### src/hw/rtl/flba_ram.sv
// Generic single-port-write, single-port-read RAM with registered read data.
// No dependencies; holds the free list links for the allocator.
`timescale 1ns / 1ps

module flba_ram #(
	parameter int WIDTH = 8,
	parameter int DEPTH = 16
) (
	input  logic                     clk,
	input  logic                     we,
	input  logic [$clog2(DEPTH)-1:0] waddr,
	input  logic [WIDTH-1:0]         wdata,
	input  logic                     re,
	input  logic [$clog2(DEPTH)-1:0] raddr,
	output logic [WIDTH-1:0]         rdata
);

	logic [WIDTH-1:0] mem [DEPTH];
	logic [WIDTH-1:0] rdata_q;

	always_ff @(posedge clk) begin
		if (we) begin
			mem[waddr] <= wdata;
		end
		if (re) begin
			rdata_q <= mem[raddr];
		end
	end

	assign rdata = rdata_q;

endmodule

### config.mk
export PLATFORM = sky130hd
export DESIGN_NAME = flba_ram
export DESIGN_NICKNAME = d
export VERILOG_FILES = /design/src/hw/rtl/flba_ram.sv
export SDC_FILE = /design/constraint.sdc
export NUM_CORES = 1
export LEC_CHECK = 0
export BUFFER_PORTS_ARGS = -buffer_cell sky130_fd_sc_hd__clkbuf_2
export CAP_MARGIN = 10
export CORE_UTILIZATION = 25
export DETAILED_ROUTE_END_ITERATION = 8
export PLACE_DENSITY = 0.45
export RECOVER_POWER = 50
export SYNTH_ARGS = -nofsm -noshare
export SYNTH_HDL_FRONTEND = slang
export SYNTH_SLANG_ARGS = --single-unit
### constraint.sdc
create_clock -name clk -period 2.4 [get_ports clk]
set_clock_uncertainty 0.2 [all_clocks]
set_input_delay 0.12 -clock clk [delete_from_list [all_inputs] [get_ports clk]]
set_output_delay 0.12 -clock clk [all_outputs]
set_load 0.02 [all_outputs]
==> flow_summary_export.csv <==
group,metric,value,unit
outcome,status,"finished, final reports clean",
critical_path,endpoint_kind,"flip-flop",
logic_synthesis,ys_ff_latch,136,
route,wl_per_cell,19.5,microns
grt,grt_overflow,0,
final_layout,fin_util,31.3,%
place,placed_cell_area,5800,sq um
flow_run,maxCapViolCount,0,
final_layout,syn2layout_area_growth,22.0,%
critical_path,path_cells,"mux4_2 > a22oi_1 > nand2_1",
sta,finalSetupViolations,0,
logic_synthesis,synth-edff-count,136,
cts,clkTransAtPathRegs,50,ps
place,place_congestion,0.683,
logic_synthesis,synth_ff_type,"edfxtp_1",
route,drt_iter0_markers,157,
route,drc,0,
logic_synthesis,synth_top_area_cell,"edfxtp_1",
floorplan,die-area,21500,sq um
critical_path,cp_top_family,"multiplexers",
logic_synthesis,yosysMostFrequentCell,"edfxtp_1",
grt,grt_pass1_wl,16.9,mm
pwr,pwr-share-comb,5.0,%
logic_synthesis,synth.avg_cell_area,22.8,sq um
sta,worstMarginPinSlew,755,ps
route,via_count,2474,
critical_path,critical_path.max_fanout,1,
min_path,min_path_type,"input pin to flip-flop",
grt,grt_max_degree,33,
floorplan,initial_utilization,25.7,%
cts,clk_latency,410,ps
sta,setup_tns,0,ps
final_layout,antenna_cells,0,
sta,timing.final.crit_share,70.9,%
place,place_hpwl,7.09,mm
cts,cts_tree,"done",
sta,max_freq,0.588,GHz
final_layout,stdcell_area,6380,sq um
sta,maxSlewHeadroom,49.7,%
critical_path,critPathSlowestCell,"mux4_2",
logic_synthesis,syn_area,5230,sq um
route,via_per_inst,4.29,
floorplan,core_area,20400,sq um
critical_path,start_kind,"flip-flop",
critical_path,crit_type,"flip-flop to flip-flop",
critical_path,path_buf_inv,0,
logic_synthesis,yosysTopAreaCellShare,78.1,%
final_layout,nets,314,
logic_synthesis,synth_nets,248,
pwr,powerDensity,842,nW/um^2
logic_synthesis,synthArstFlopShare,0,%
cts,numCtsBuffers,17,
grt,antenna_found_initial,0,
floorplan,die_y,147,microns
pwr,switching_power,0.00109,W
grt,grt_usage,11.3,%
pwr,internal_power,0.00428,W
cts,cts_buffer_depth,2,
logic_synthesis,ys_types,18,
critical_path,crit_arrival,1660,ps
place,portBuffers,26,
min_path,holdPathStages,3,
route,ant_nets,0,
pwr,switching_share,20.3,%
critical_path,cp_num_cells,3,
logic_synthesis,yosys_warnings,0,
floorplan,pin_count,27,
critical_path,critPathMaxStageDelay,470,ps
critical_path,reg2reg_depth,3,
critical_path,cp.required,2360,ps
sta,final-hold-violation-count,0,
sta,maxSlewViolCount,0,
cts,htreeDepth,4,
pwr,total_leakage_power,2.07,nW
pwr,pwr-share-seq,50.2,%
final_layout,drive_gt1_share,23.5,%
floorplan,die_w,147,microns
route,wirelength,11.3,mm
logic_synthesis,ys_top_cells_by_area,"edfxtp_1 (78%), mux4_2 (7.8%), mux4_1 (7.0%), a22oi_1 (2.3%), nor2_1 (0.93%)",
grt,grt_pass1_vias,2697,
logic_synthesis,yosys-top-cells-count,"edfxtp_1 (136), mux4_2 (18), a22oi_1 (16)",
pwr,worst_ir_drop_vdd,537,uV
cts,ctsRootBufferMaster,"clkbuf_16",
floorplan,rows,52,
logic_synthesis,yosysSeqAreaShare,78.1,%
sta,rsz0062_at_grt,"false",
sta,finalCriticalPeriod,1700,ps
logic_synthesis,postSynthCellCount,229,
cts,cts_setup_buffers,0,
route,drt_pre_antenna_iters,4,
final_layout,fillers,1979,
cts,cts.sinks,136,
pwr,power_frac_clock,44.8,%
[cells by family after synthesis]
group           count (synthesis)  synth area share (%)
flops                         136                  78.1
mux                            32                  14.8
buf+inv                        10                  1.65
simple gates                   35                  3.14
compound gates                 16                  2.30
[state kept, by name, indices dropped and copies added (netlist names)]
name   cells
mem      128
rdata      8
[power by group through the flow]
stage / Combinational [W] / Sequential (W) / Clock (W)
floorplan: 0.000135 / 0.00275 / 0
global placement: 0.000266 / 0.00274 / 0
detailed placement: 0.000270 / 0.00274 / 0
CTS: 0.000282 / 0.00270 / 0.00245
global route: 0.000294 / 0.00270 / 0.00256
finish: 0.000270 / 0.00269 / 0.00240
[per-layer routing]
metal	up-vias	share of wire [%]	track usage (%)
li1	1112	-	-
met1	1301	49	15.8
met2	51	46	16.5
met4	0	0.92	5.00
met5	-	0	0
met3	10	4.0	2.72
[area by class of cell]
| type | instances | area (sq um) | area share (%) |
|---|---|---|---|
| Clock buffer | 18 | 429 | 6.73 |
| Clock inverter | 13 | 113 | 1.77 |
| Multi-Input combinational cell | 83 | 1060 | 16.6 |
| Sequential cell | 136 | 4080 | 64.0 |
| Tap cell | 270 | 338 | 5.30 |
| Timing Repair Buffer | 57 | 357 | 5.59 |
[worst min-delay path, stage by stage]
cell      delay [ps]
clkbuf_2         160
nor3_1            90
clkbuf_1         150
[placed cells by master (no fill, tap or decap), drive strengths merged]
cell type | netlist | routed
edfxtp | 136 | 136
clkbuf | 0 | 56
mux4 | 32 | 32
a22oi | 16 | 16
nor2 | 13 | 13
buf | 7 | 10
nand2 | 9 | 9
dlygate4sd3 | 0 | 9
clkinv | 0 | 9
nor3 | 4 | 4
nand3b | 2 | 2
nand2b | 2 | 2
clkinvlp | 0 | 2
bufinv | 0 | 2
nor2b | 1 | 1
and2 | 1 | 1
and2b | 1 | 1
nand3 | 1 | 1
or3b | 1 | 1
[through the flow]
stage	total power [W]	hold WS (ps)	instances	setup WS, ps
floorplan	0.00289	18.9	229	587
global placement	0.00301	348	537	403
detailed placement	0.00301	356	537	384
CTS	0.00543	58.9	577	659
global route	0.00555	99.7	577	610
finish	0.00537	93.4	577	699
[path summary, 6_finish.rpt]
| kind | startpoint | endpoint | slack, ps |
|---|---|---|---|
| setup / recovery | mem[11][7] | rdata[7] | 700 |
| setup reg to reg | mem[11][7] | rdata[7] | 700 |
| hold reg to reg | mem[12][2] | rdata[2] | 540 |
| hold / removal | waddr[1] | mem[4][5] | 90 |
[timing repair]
action,CTS,global route
hold buffers,9,0
resized for setup,0,0
endpoints found under the hold margin,136,0
Note: power is estimated with default switching activity, not from simulation.
